**src/rtl/bdsl_pkg.sv**
```systemverilog
package bdsl_pkg;

    // Configuration register indexes
    localparam int unsigned CFG_INDEX_W = 2;
    localparam int unsigned CFG_DATA_W  = 16;

    typedef enum logic [CFG_INDEX_W-1:0] {
        REG_DEBOUNCE_TICKS   = 2'd0,
        REG_LONG_PRESS_TICKS = 2'd1
    } cfg_reg_t;

    // Register reset values
    localparam logic [CFG_DATA_W-1:0] DEBOUNCE_TICKS_RST   = 16'd50;
    localparam logic [CFG_DATA_W-1:0] LONG_PRESS_TICKS_RST = 16'd3000;

    // Stream payload layout
    localparam int unsigned IN_TDATA_W  = 8;
    localparam int unsigned OUT_TDATA_W = 8;

    localparam int unsigned IN_RAW_LEVEL_BIT   = 0;
    localparam int unsigned OUT_DEBOUNCED_BIT  = 0;
    localparam int unsigned OUT_SHORT_PRESS_BIT = 1;
    localparam int unsigned OUT_LONG_PRESS_BIT = 2;

    // Button level codes (active low pin)
    localparam logic LEVEL_PRESSED  = 1'b0;
    localparam logic LEVEL_RELEASED = 1'b1;

endpackage

```
**src/rtl/button_debounce_short_long_press_core.sv**
```systemverilog
// Channel   | Dir | Signals                              | Contents
// ----------+-----+--------------------------------------+------------------------------
// s_        | in  | s_tvalid s_tready s_tdata[7:0]       | one tick: raw_level in bit 0
// m_        | out | m_tvalid m_tready m_tdata[7:0]       | debounced, short, long pulses
// cfg_      | in  | cfg_valid cfg_ready cfg_index cfg_data | register writes, always ready
//
// One tick transfer is accepted per cycle while s_tready is high. Its result passes through
// the input register, then the state update into the result register, which drives m_.
// The state update is combinational between the two: one tick per clock while m_ is not stalled.
// A stalled output holds the pipe; s_tready falls only when both stages are full.
// rst_n clears all control state and restores both registers to their defaults.
module button_debounce_short_long_press_core #(
    parameter int unsigned COUNT_WIDTH = 16
) (
    input  logic                                clk,
    input  logic                                rst_n,
    // Tick input
    input  logic                                s_tvalid,
    output logic                                s_tready,
    input  logic [bdsl_pkg::IN_TDATA_W-1:0]     s_tdata,   // [0] raw_level, [7:1] zero
    // Result output
    output logic                                m_tvalid,
    input  logic                                m_tready,
    output logic [bdsl_pkg::OUT_TDATA_W-1:0]    m_tdata,   // [0] debounced_level,
                                                           // [1] short_press,
                                                           // [2] long_press, [7:3] zero
    // Configuration writes
    input  logic                                cfg_valid,
    output logic                                cfg_ready,
    input  logic [bdsl_pkg::CFG_INDEX_W-1:0]    cfg_index,
    input  logic [bdsl_pkg::CFG_DATA_W-1:0]     cfg_data
);

    localparam int unsigned CMP_W = (COUNT_WIDTH > bdsl_pkg::CFG_DATA_W) ?
                                    COUNT_WIDTH : bdsl_pkg::CFG_DATA_W;
    localparam logic [COUNT_WIDTH-1:0] CNT_MAX = {COUNT_WIDTH{1'b1}};
    localparam logic [COUNT_WIDTH-1:0] CNT_ONE = {{(COUNT_WIDTH-1){1'b0}}, 1'b1};

    // Configuration registers
    logic [bdsl_pkg::CFG_DATA_W-1:0] debounce_ticks_reg;
    logic [bdsl_pkg::CFG_DATA_W-1:0] long_press_ticks_reg;

    // Pipeline registers
    logic       in_valid_reg;
    logic       in_raw_reg;
    logic       out_valid_reg;
    logic [2:0] out_bits_reg;

    // Button state
    logic                   last_raw_reg,   last_raw_next;
    logic                   accepted_reg,   accepted_next;
    logic [COUNT_WIDTH-1:0] stable_cnt_reg, stable_cnt_next;
    logic [COUNT_WIDTH-1:0] press_cnt_reg,  press_cnt_next;
    logic                   pressing_reg,   pressing_next;
    logic                   long_fired_reg, long_fired_next;
    logic                   short_pulse, long_pulse;

    logic                   advance;
    logic                   take_in;
    logic [COUNT_WIDTH-1:0] press_cnt_inc;
    logic                   level_ok;

    // Handshake
    assign advance   = in_valid_reg && (!out_valid_reg || m_tready);
    assign take_in   = s_tvalid && s_tready;
    assign s_tready  = !in_valid_reg || !out_valid_reg || m_tready;
    assign cfg_ready = 1'b1;
    assign m_tvalid  = out_valid_reg;

    always_comb
    begin
        m_tdata = '0;
        m_tdata[bdsl_pkg::OUT_DEBOUNCED_BIT]   = out_bits_reg[0];
        m_tdata[bdsl_pkg::OUT_SHORT_PRESS_BIT] = out_bits_reg[1];
        m_tdata[bdsl_pkg::OUT_LONG_PRESS_BIT]  = out_bits_reg[2];
    end

    // Configuration writes; unknown indexes are dropped
    always_ff @(posedge clk or negedge rst_n)
    begin
        if (!rst_n)
        begin
            debounce_ticks_reg   <= bdsl_pkg::DEBOUNCE_TICKS_RST;
            long_press_ticks_reg <= bdsl_pkg::LONG_PRESS_TICKS_RST;
        end
        else if (cfg_valid)
        begin
            unique case (cfg_index)
                bdsl_pkg::REG_DEBOUNCE_TICKS:   debounce_ticks_reg   <= cfg_data;
                bdsl_pkg::REG_LONG_PRESS_TICKS: long_press_ticks_reg <= cfg_data;
                default: ;
            endcase
        end
    end

    // Tick update: counters, debounce accept, press classification
    always_comb
    begin
        press_cnt_inc = press_cnt_reg;
        if (pressing_reg && (press_cnt_reg != CNT_MAX))
            press_cnt_inc = press_cnt_reg + CNT_ONE;

        if (in_raw_reg != last_raw_reg)
            stable_cnt_next = '0;
        else if (stable_cnt_reg != CNT_MAX)
            stable_cnt_next = stable_cnt_reg + CNT_ONE;
        else
            stable_cnt_next = stable_cnt_reg;

        level_ok = CMP_W'(stable_cnt_next) > CMP_W'(debounce_ticks_reg);

        last_raw_next   = in_raw_reg;
        accepted_next   = accepted_reg;
        press_cnt_next  = press_cnt_inc;
        pressing_next   = pressing_reg;
        long_fired_next = long_fired_reg;
        short_pulse     = 1'b0;
        long_pulse      = 1'b0;

        if (level_ok)
        begin
            accepted_next = in_raw_reg;
            if (in_raw_reg == bdsl_pkg::LEVEL_PRESSED)
            begin
                if (!pressing_reg && !long_fired_reg)
                begin
                    press_cnt_next = '0;
                    pressing_next  = 1'b1;
                end
                else if ((CMP_W'(press_cnt_inc) > CMP_W'(long_press_ticks_reg))
                         && !long_fired_reg)
                begin
                    long_fired_next = 1'b1;
                    long_pulse      = 1'b1;
                end
            end
            else if (pressing_reg)
            begin
                pressing_next   = 1'b0;
                long_fired_next = 1'b0;
                short_pulse     = !long_fired_reg;
            end
        end
    end

    // Pipeline and state registers
    always_ff @(posedge clk or negedge rst_n)
    begin
        if (!rst_n)
        begin
            in_valid_reg   <= 1'b0;
            out_valid_reg  <= 1'b0;
            last_raw_reg   <= bdsl_pkg::LEVEL_RELEASED;
            accepted_reg   <= bdsl_pkg::LEVEL_RELEASED;
            stable_cnt_reg <= '0;
            press_cnt_reg  <= '0;
            pressing_reg   <= 1'b0;
            long_fired_reg <= 1'b0;
        end
        else
        begin
            if (take_in)
                in_valid_reg <= 1'b1;
            else if (advance)
                in_valid_reg <= 1'b0;

            if (advance)
                out_valid_reg <= 1'b1;
            else if (m_tready)
                out_valid_reg <= 1'b0;

            if (advance)
            begin
                last_raw_reg   <= last_raw_next;
                accepted_reg   <= accepted_next;
                stable_cnt_reg <= stable_cnt_next;
                press_cnt_reg  <= press_cnt_next;
                pressing_reg   <= pressing_next;
                long_fired_reg <= long_fired_next;
            end
        end
    end

    // Payload registers
    always_ff @(posedge clk)
    begin
        if (take_in)
            in_raw_reg <= s_tdata[bdsl_pkg::IN_RAW_LEVEL_BIT];
        if (advance)
            out_bits_reg <= {long_pulse, short_pulse, accepted_next};
    end

endmodule

```
**config.mk**
```make
export PLATFORM = sky130hd
export DESIGN_NAME = button_debounce_short_long_press_core
export DESIGN_NICKNAME = d
export VERILOG_FILES = /design/src/rtl/bdsl_pkg.sv /design/src/rtl/button_debounce_short_long_press_core.sv
export SDC_FILE = /design/constraint.sdc
export NUM_CORES = 1
export LEC_CHECK = 0
export ABC_AREA = 1
export ABC_CLOCK_PERIOD_IN_PS = 3500
export BUFFER_PORTS_ARGS = -buffer_cell sky130_fd_sc_hd__buf_4
export CORE_MARGIN = 3
export CORE_UTILIZATION = 45
export CTS_CLUSTER_SIZE = 24
export DETAILED_ROUTE_END_ITERATION = 10
export PLACE_DENSITY = 0.73
export REMOVE_ABC_BUFFERS = 1
export SKIP_LAST_GASP = 1
export SYNTH_ARGS = -nofsm -noshare
export SYNTH_HDL_FRONTEND = slang
export SYNTH_SLANG_ARGS = --single-unit
```
**constraint.sdc**
```tcl
create_clock -name clk -period 3.5 [get_ports clk]
set_clock_uncertainty 0.2 [all_clocks]
set_input_delay 0.35 -clock clk [delete_from_list [all_inputs] [get_ports clk]]
set_output_delay 0.35 -clock clk [all_outputs]
set_load 0.1 [all_outputs]
```
# After elaboration in Yosys (flattened, before gate mapping)
# Cells that the tools add are included.
[word_totals] reg_bits=74 in_bits=31 output_inout_bits=11 word_cells=66
[op_classes] n_addsub=2 n_lt_le_gt_ge=2 eq_ne=6 mux=18 bitwise_logic=1 reduce_logical=23
[ops] op="2-to-1 mux 16 bit" count=6
[ops] op="adder 16 x 1 -> 16 bit (second input constant)" count=2
[ops] op="> comparator 16 bit" count=2
[ops] op="inequality test 16 bit (second input constant)" count=2
[ops] op="2-to-1 mux 1 bit" count=12
[ops] op="nonzero test 2 bit" count=4
[ops] op="AND reduction 3 bit" count=2
[ops] op="logical AND 1 bit" count=5
[ops] op="AND reduction 5 bit" count=1
[ops] op="zero test 1 bit" count=4
[ops] op="AND reduction 2 bit" count=2
[ops] op="logical OR 1 bit" count=3
[ops] op="OR reduction 3 bit" count=1
[ops] op="equality test 2 x 1 -> 1 bit (second input constant)" count=1
[ops] op="zero test 2 bit" count=1
[ops] op="inequality test 2 x 1 -> 1 bit (second input constant)" count=1
[ops] op="inequality test 2 bit (second input constant)" count=1
[ops] op="inequality test 1 bit" count=1
[ops] op="inverter 1 bit" count=1

# Logic depth before layout (Yosys ltp)
# Gate-level depths: netlist of the first run.
[depth] word_depth=8 ltp_mapped=24 depth_no_buf=23

# Worst setup path before layout of the first run
# Ideal clock, no wire load.
[synth_timing] path_type="register to register" start="register stable_cnt_reg[5]" end="register press_cnt_reg[4]" setup_time_ps=118 arrival_time_ps=2503 required_time_ps=3182 setup_slack_ps=679 path_stages_with_launch=18 n_path_buf=1 synth_period_minus_slack_ps=2821 path_cell_list="dfrtp_1 > inv_2 > nor3_1 > nand2_1 > nor2_4 > nand4_1 > nand3b_1 > nand2_1 > inv_1 > ha_1 > nand4_1 > nor3_1 > nand2_1 > a21boi_2 > nand2_2 > buf_4 > nand3_1 > nand2_1"
[synth_via] elab_chain_len=5 elab_cells_between_ends=6 classes_between="1 x add/sub; 1 x order compare; 1 x eq/ne; 3 x mux"
[synth_lines] item="start: declaration" line="button_debounce_short_long_press_core.sv:52" text="logic [COUNT_WIDTH-1:0] stable_cnt_reg, stable_cnt_next;"
[synth_lines] item="start signal: assignment" line="button_debounce_short_long_press_core.sv:176" text="stable_cnt_reg <= stable_cnt_next;"
[synth_lines] item="adder 16 x 1 -> 16 bit / inequality test 16 bit (equally long branches)" line="button_debounce_short_long_press_core.sv:106, button_debounce_short_long_press_core.sv:105"
[synth_lines] item="2-to-1 mux 16 bit (*)" line="button_debounce_short_long_press_core.sv:105" text="else if (stable_cnt_reg != CNT_MAX)"
[synth_lines] item="2-to-1 mux 16 bit (*)" line="button_debounce_short_long_press_core.sv:103" text="if (in_raw_reg != last_raw_reg)"
[synth_lines] item="via stable_cnt_next[15]" line="button_debounce_short_long_press_core.sv:52"
[synth_lines] item="> comparator 16 bit (*)" line="button_debounce_short_long_press_core.sv:110" text="level_ok = CMP_W'(stable_cnt_next) > CMP_W'(debounce_ticks_reg);"
[synth_lines] item="2-to-1 mux 16 bit (*)" line="button_debounce_short_long_press_core.sv:120" text="if (level_ok)"
[synth_lines] item="end signal: assignment" line="button_debounce_short_long_press_core.sv:177" text="press_cnt_reg <= press_cnt_next;"
[synth_lines] item="end: declaration" line="button_debounce_short_long_press_core.sv:53" text="logic [COUNT_WIDTH-1:0] press_cnt_reg, press_cnt_next;"
# Mark *: on every way through the listed nets, which the timed path passes. The rest lies on a longest branch.
# A chain may end at the register's enable or synchronous reset.

# Final worst setup path of the first run
[layout_timing] start="register stable_cnt_reg[0]" end="register press_cnt_reg[15]"
# The elaborated chain is that of the path after synthesis.

==> reports/results.ini, run 1 <==
[synthesis]
synth.cell_area_sq_um = 4940
synth_commonest_cells = nand2_1, inv_1, dfrtp_1, o21ai_0, nor2_1
synth-xor-area-share_pct = 2.83
synth_top_family_by_area = simple AND/OR/NAND/NOR gates
synth.area.top_cells = dfrtp_1, nand2_1, ha_1, inv_1, dfstp_2
synth_area_per_cell_sq_um = 7.41
synth.most_common_cell = nand2_1
synth_cell_types = 40
synth_top_area_share_pct = 29.4
ys_ff_latch = 74
synth_edf_count = 4
postSynth.asyncResetShare_pct = 94.6
yosysSeqAreaShare_pct = 38.2
synth-compound-area-share_pct = 10.8
synth_cells = 667
synthSimpleGateAreaFrac_pct = 28.5
synth.largest_area_cell = dfrtp_1
synth_mux_area_share_pct = 0
synth_ff_type = dfrtp_1
ys_warn_count = 0
synthAdderAreaFrac_pct = 8.60

[clocking]
clk_pin_slew_ps = 80
cts_max_level = 3
cts_tree = done
cts_max_path_buffers = 2
post_cts_buffers = 0
cts_buffers = 9
clk_latency_ps = 360
cts.sinks = 74
root_buffer = clkbuf_8

[setup_path]
crit_buf_inv = 2
start_kind = flop
path_delay_family = simple AND/OR/NAND/NOR gates
cp_num_cells = 17
crit_chain = ha_1 -> nand3_1 -> inv_1 -> nand4_4 -> inv_2 -> nor2_1 -> nor2_1 -> ha_1 -> nand2_1 -> nor2_1 -> nand2_1 -> nand2_1 -> nand2_1 -> a21boi_4 -> nand2_4 -> nand3_1 -> nand2_1
worstPathArrival_ps = 3150
worstPathMaxFanout = 16
rr_startpoint = stable_cnt_reg[0]
setup.worst_path.class = reg2reg
cpMostUsedCell = nand2_1
cp-startpoint = stable_cnt_reg[0]
worst_path_max_delay_cell = dfrtp_2
crit_path_end_kind = flop
cp_slowest_stage_delay_ps = 410
worstPathRequired_ps = 3550
worstRegToRegCells = 17

[pwr]
p_leak_uw = 0.00287
ir_drop_mv = 0.321
p_per_area_nw_per_um2 = 607
total_power_uw = 3360

[die]
chipWidth_microns = 111
core_sq_um = 10500
initial_utilization_pct = 47.1
die_y_microns = 111
dieArea_sq_um = 12300
io_pins = 42
std_cell_rows = 37

[timing]
hold_viol_final = 0
period_share_pct = 88.8
slew_violations = 0
timing.fmax_mhz = 322
slew_headroom_pct = 21.1
post-route-min-period_ps = 3110
setup_viol = 0
setup_tns_ps = 0
worst_slack_ps = 394
tightest_slew_ps = 1180
rsz0062_at_grt = no

[layout]
area_growth_pct = 11.9
nets = 757
final_util_pct = 52.6
antenna_cells = 0
drive_above_1_share_pct = 16.2

[placed_design]
dp_hpwl_microns = 7670
place_congestion = 0.847
port_buffers = 28
place_worst_setup_slack_ps = 233

[hold_path]
hp-class = in2reg
min_from = cfg_data[7]
whs_path_depth = 3

[route]
drc = 0
avgRoutedWirePerCell_microns = 12.7
firstDrtPassIters = 4
viasPerCell = 5.01
finalWirelength_microns = 10500
drt-initial-drc-count = 264
antenna_left = 0
num_vias = 4170

[grt]
grt_overflow = 0
grt_pass1_vias = 4177
gr-usage-all-layers_pct = 18.3
antenna_found_initial = 0
grt_max_degree = 71
grt_pass1_wl_microns = 19000

[job]
drv_cap = 0

[run_status]
outcome = finished clean

worst reg2reg max path: stages, from the launching register on:
cell and delay [ps]:
dfrtp_2 410, ha_1 230, nand3_1 120, inv_1 170
nand4_4 210, inv_2 140, nor2_1 50, nor2_1 180
ha_1 180, nand2_1 70, nor2_1 190, nand2_1 80
nand2_1 80, nand2_1 100, a21boi_4 200, nand2_4 180
nand3_1 130, nand2_1 80
final cells by class:
| class | instances | area [sq um] |
|---|---|---|
| clock buffer | 11 | 151 |
| tap | 136 | 170 |
| timing repair buffer | 34 | 263 |
| fill | 1002 | 4980 |
| clock inverter | 5 | 100 |
| sequential | 74 | 1890 |
| multi-input combinational | 465 | 2550 |
| inverter | 108 | 405 |
worst paths after layout:
kind	to	slack (ps)
max	press_cnt_reg[15]	390
min	long_press_ticks_reg[7]	60
max reg2reg	press_cnt_reg[15]	390
min reg2reg	m_tvalid	290
max in group asynchronous	stable_cnt_reg[0]	2020
min in group asynchronous	long_press_ticks_reg[6]	460
layout by cell type (no fill, tap or decap), types with 7 or more instances in the layout:
master,instances
inv_2,13
o21ai_0,50
o21ai_2,8
o21ai_1,10
dfrtp_1,57
a21oi_1,17
dfstp_2,12
inv_1,95
nand3_1,34
buf_4,31
ha_1,34
clkbuf_8,11
nor2_1,36
nand4_1,7
xor2_1,13
nand2_1,201
routing by layer:
layer	global-route usage [%]	share of wire [%]
met3	2.67	3.5
met1	24.4	49
met2	30.6	46
met4	6.24	1.6
met5	0	0
report_power, final:
| part | internal, uW | switching, uW | total (uW) | leakage [uW] |
|---|---|---|---|---|
| logic | 481 | 793 | 1270 | 0.00183 |
| clock network | 510 | 333 | 843 | 0.000129 |
| registers | 1050 | 190 | 1240 | 0.000911 |
metrics by stage:
step | hold slack, ps | instance area, sq um | cells
after floorplan | -146 | 4820 | 647
after global placement | 258 | 5230 | 814
after detailed placement | 276 | 5230 | 814
after CTS | 52.0 | 5510 | 833
after global routing | 62.9 | 5530 | 833
final | 55.9 | 5530 | 833
timing repair:
item                                    in CTS  in global routing
gates resized for setup                      0                  5
endpoints found under the setup margin       0                 18
endpoints found under the hold margin       60                  0
hold buffers                                 3                  0
cell families (layout without fill, tap and decap cells):
logic type | Yosys count | count (layout)
flip-flops | 74 | 74
other | 2 | 6
AO/OA/AOI/OAI | 94 | 94
XOR/XNOR | 16 | 16
buffers and inverters | 132 | 158
AND/OR/NAND/NOR | 315 | 315
adder cells (fa/ha/maj) | 34 | 34
(Power assumes the default switching activity.)
==> run 2, diff against run 1 <==
RECOVER_POWER = 50   (was default)
==> run 2 against run 1 <==
Against the previous run:
- the run now ends with capacitance limit, slew limit left
- global-route usage did not move
- power fell by 0.11%
- combinational power barely moved
- sequential power barely moved
- via count barely moved
- largest cell class unchanged
- count of clock-buffer cells in the layout did not move
- utilization fell by 0.17 points
- hold slack barely moved
- register-to-register slack got worse by 30 ps
==> reports/results.ini, run 2 (synthesis results as in run 1) <==
[layout]
antenna_cells = 0  ; unchanged
final_cell_area_sq_um = 5520  ; was 5530 sq um
area_growth_pct = 11.5  ; was 11.9%
finalNonFillerCells = 833  ; unchanged
nets = 757  ; unchanged
drive_above_1_share_pct = 15.6  ; was 16.2%
fillers = 1008  ; was 1002
regArea_sq_um = 1890  ; unchanged
multi_input_area_sq_um = 2550  ; unchanged
mostFrequentLayoutCell = nand2_1  ; unchanged
layout_common_cells = nand2_1, inv_1, dfrtp_1  ; unchanged

[die]
die_y_microns = 111  ; unchanged
core_sq_um = 10500  ; unchanged
io_pins = 42  ; unchanged
std_cell_rows = 37  ; unchanged
dieArea_sq_um = 12300  ; unchanged
initial_utilization_pct = 47.1  ; unchanged
chipWidth_microns = 111  ; unchanged

[timing]
slew_violations = 109  ; was 0
slew_headroom_pct = -16.0  ; was 21.1%
post-route-min-period_ps = 3140  ; was 3110 ps
tightest_slew_ps = 1740  ; was 1180 ps
setup_tns_ps = 0  ; unchanged
setup_viol = 0  ; unchanged
hold_viol_final = 0  ; unchanged
period_share_pct = 89.6  ; was 88.8%
rsz0062_at_grt = no  ; unchanged
holdWs_ps = 55.7  ; was 55.9 ps
timing.fmax_mhz = 319  ; was 322 MHz

[clocking]
cts.sinks = 74  ; unchanged
cts_max_level = 3  ; unchanged
cts_max_path_buffers = 2  ; unchanged
root_buffer = clkbuf_8  ; unchanged
cts_tree = done  ; unchanged
cts_buffers = 9  ; unchanged
clk_latency_ps = 360  ; about the same
clk_pin_slew_ps = 80  ; about the same
post_cts_buffers = 0  ; unchanged

[job]
drv_cap = 2  ; was 0

[setup_path]
worstPathArrival_ps = 3240  ; was 3150 ps
worstPathMaxFanout = 6  ; was 16
start_kind = flop  ; unchanged
setup.worst_path.class = reg2reg  ; unchanged
crit_path_end_kind = flop  ; unchanged
worstPathRequired_ps = 3600  ; was 3550 ps
worstRegToRegCells = 17  ; unchanged

[placed_design]
place_congestion = 0.847  ; unchanged
port_buffers = 28  ; unchanged
placed_cells = 814  ; unchanged
place_area_sq_um = 5230  ; unchanged
dp_hpwl_microns = 7670  ; unchanged

[grt]
antenna_found_initial = 0  ; unchanged
gr-usage-all-layers_pct = 18.3  ; unchanged
grt_pass1_wl_microns = 19000  ; unchanged
grt_overflow = 0  ; unchanged
grt_max_degree = 71  ; unchanged
grt_pass1_vias = 4177  ; unchanged

[route]
avgRoutedWirePerCell_microns = 12.7  ; about the same
num_vias = 4166  ; was 4170
antenna_left = 0  ; unchanged
firstDrtPassIters = 5  ; was 4
drc = 0  ; unchanged
drt-initial-drc-count = 258  ; was 264
viasPerCell = 5.00  ; was 5.01
finalWirelength_microns = 10600  ; was 10500 microns

[pwr]
ir_drop_mv = 0.320  ; was 0.321 mV
p_leak_uw = 0.00286  ; was 0.00287 uW
p_per_area_nw_per_um2 = 608  ; was 607 nW/um^2

[hold_path]
whs_path_depth = 3  ; unchanged
hp-class = in2reg  ; unchanged

[run_status]
violations = capacitance limit, slew limit
outcome = finished, violations left  ; was finished clean

## run 2: cell types whose count changed in the layout (fill, tap and decap cells not counted), sizes merged
cell and change:
buf -8, clkbuf +8
## run 2: what timing repair did
item,CTS,global route
hold buffers,3,0
hold endpoints to repair,60,0
resized for setup,0,5
endpoints found under the setup margin,0,18
## run 2: final timing paths
| kind | slack (ps) | from | to |
|---|---|---|---|
| setup reg to reg | 360 | stable_cnt_reg[1] | pressing_reg |
| max in group asynchronous | 1160 | rst_n | stable_cnt_reg[0] |
| hold / removal | 60 | cfg_data[7] | long_press_ticks_reg[7] |
| setup / recovery | 360 | stable_cnt_reg[1] | pressing_reg |
| hold reg to reg | 290 | in_valid_reg | m_tvalid |
| min in group asynchronous | 800 | rst_n | long_press_ticks_reg[6] |
## run 2: cell type report
class / count / share of cell area, %
inverters: 108 / 7.35
well taps: 136 / 3.09
clock inverters: 5 / 1.81
flip-flops and latches: 74 / 34.2
clock buffers: 11 / 2.75
repair buffers: 34 / 4.45
multi-input cells: 465 / 46.3
## run 2: power breakdown
part | switching (uW) | internal (uW)
registers | 191 | 1050
clock network | 333 | 510
logic | 793 | 476
total | 1320 | 2040
## run 2: critical path, stage by stage (launching register included)
cell and delay [ps]:
dfrtp_1 410, ha_1 240, nand4_2 200, nor2_2 250, nand4_2 180, nand3_1 110, nand3_1 100, inv_1 70
ha_1 250, a21oi_1 160, a21oi_1 80, nor2_1 230, nand2_1 90, nand2_1 170, nor2_1 80, nand2_1 150
nand2_1 60, nand2_1 60
## run 2: per-layer routing
layer	up-vias	track usage, %	share of wire [%]
met5	-	0	0
met4	0	6.24	1.6
met3	14	2.67	4.1
met2	85	30.6	46
met1	1922	24.4	49
li1	2145	-	-
## run 2: stage by stage
stage          utilization [%]  setup WS (ps)  total power (uW)
6_report                  52.5            364              3350
5_1_grt                   52.5           10.5              3650
4_1_cts                   52.4            214              3380
3_5_place_dp              49.7            233              2520
3_3_place_gp              49.7            308              2460
2_1_floorplan                -            387              2200
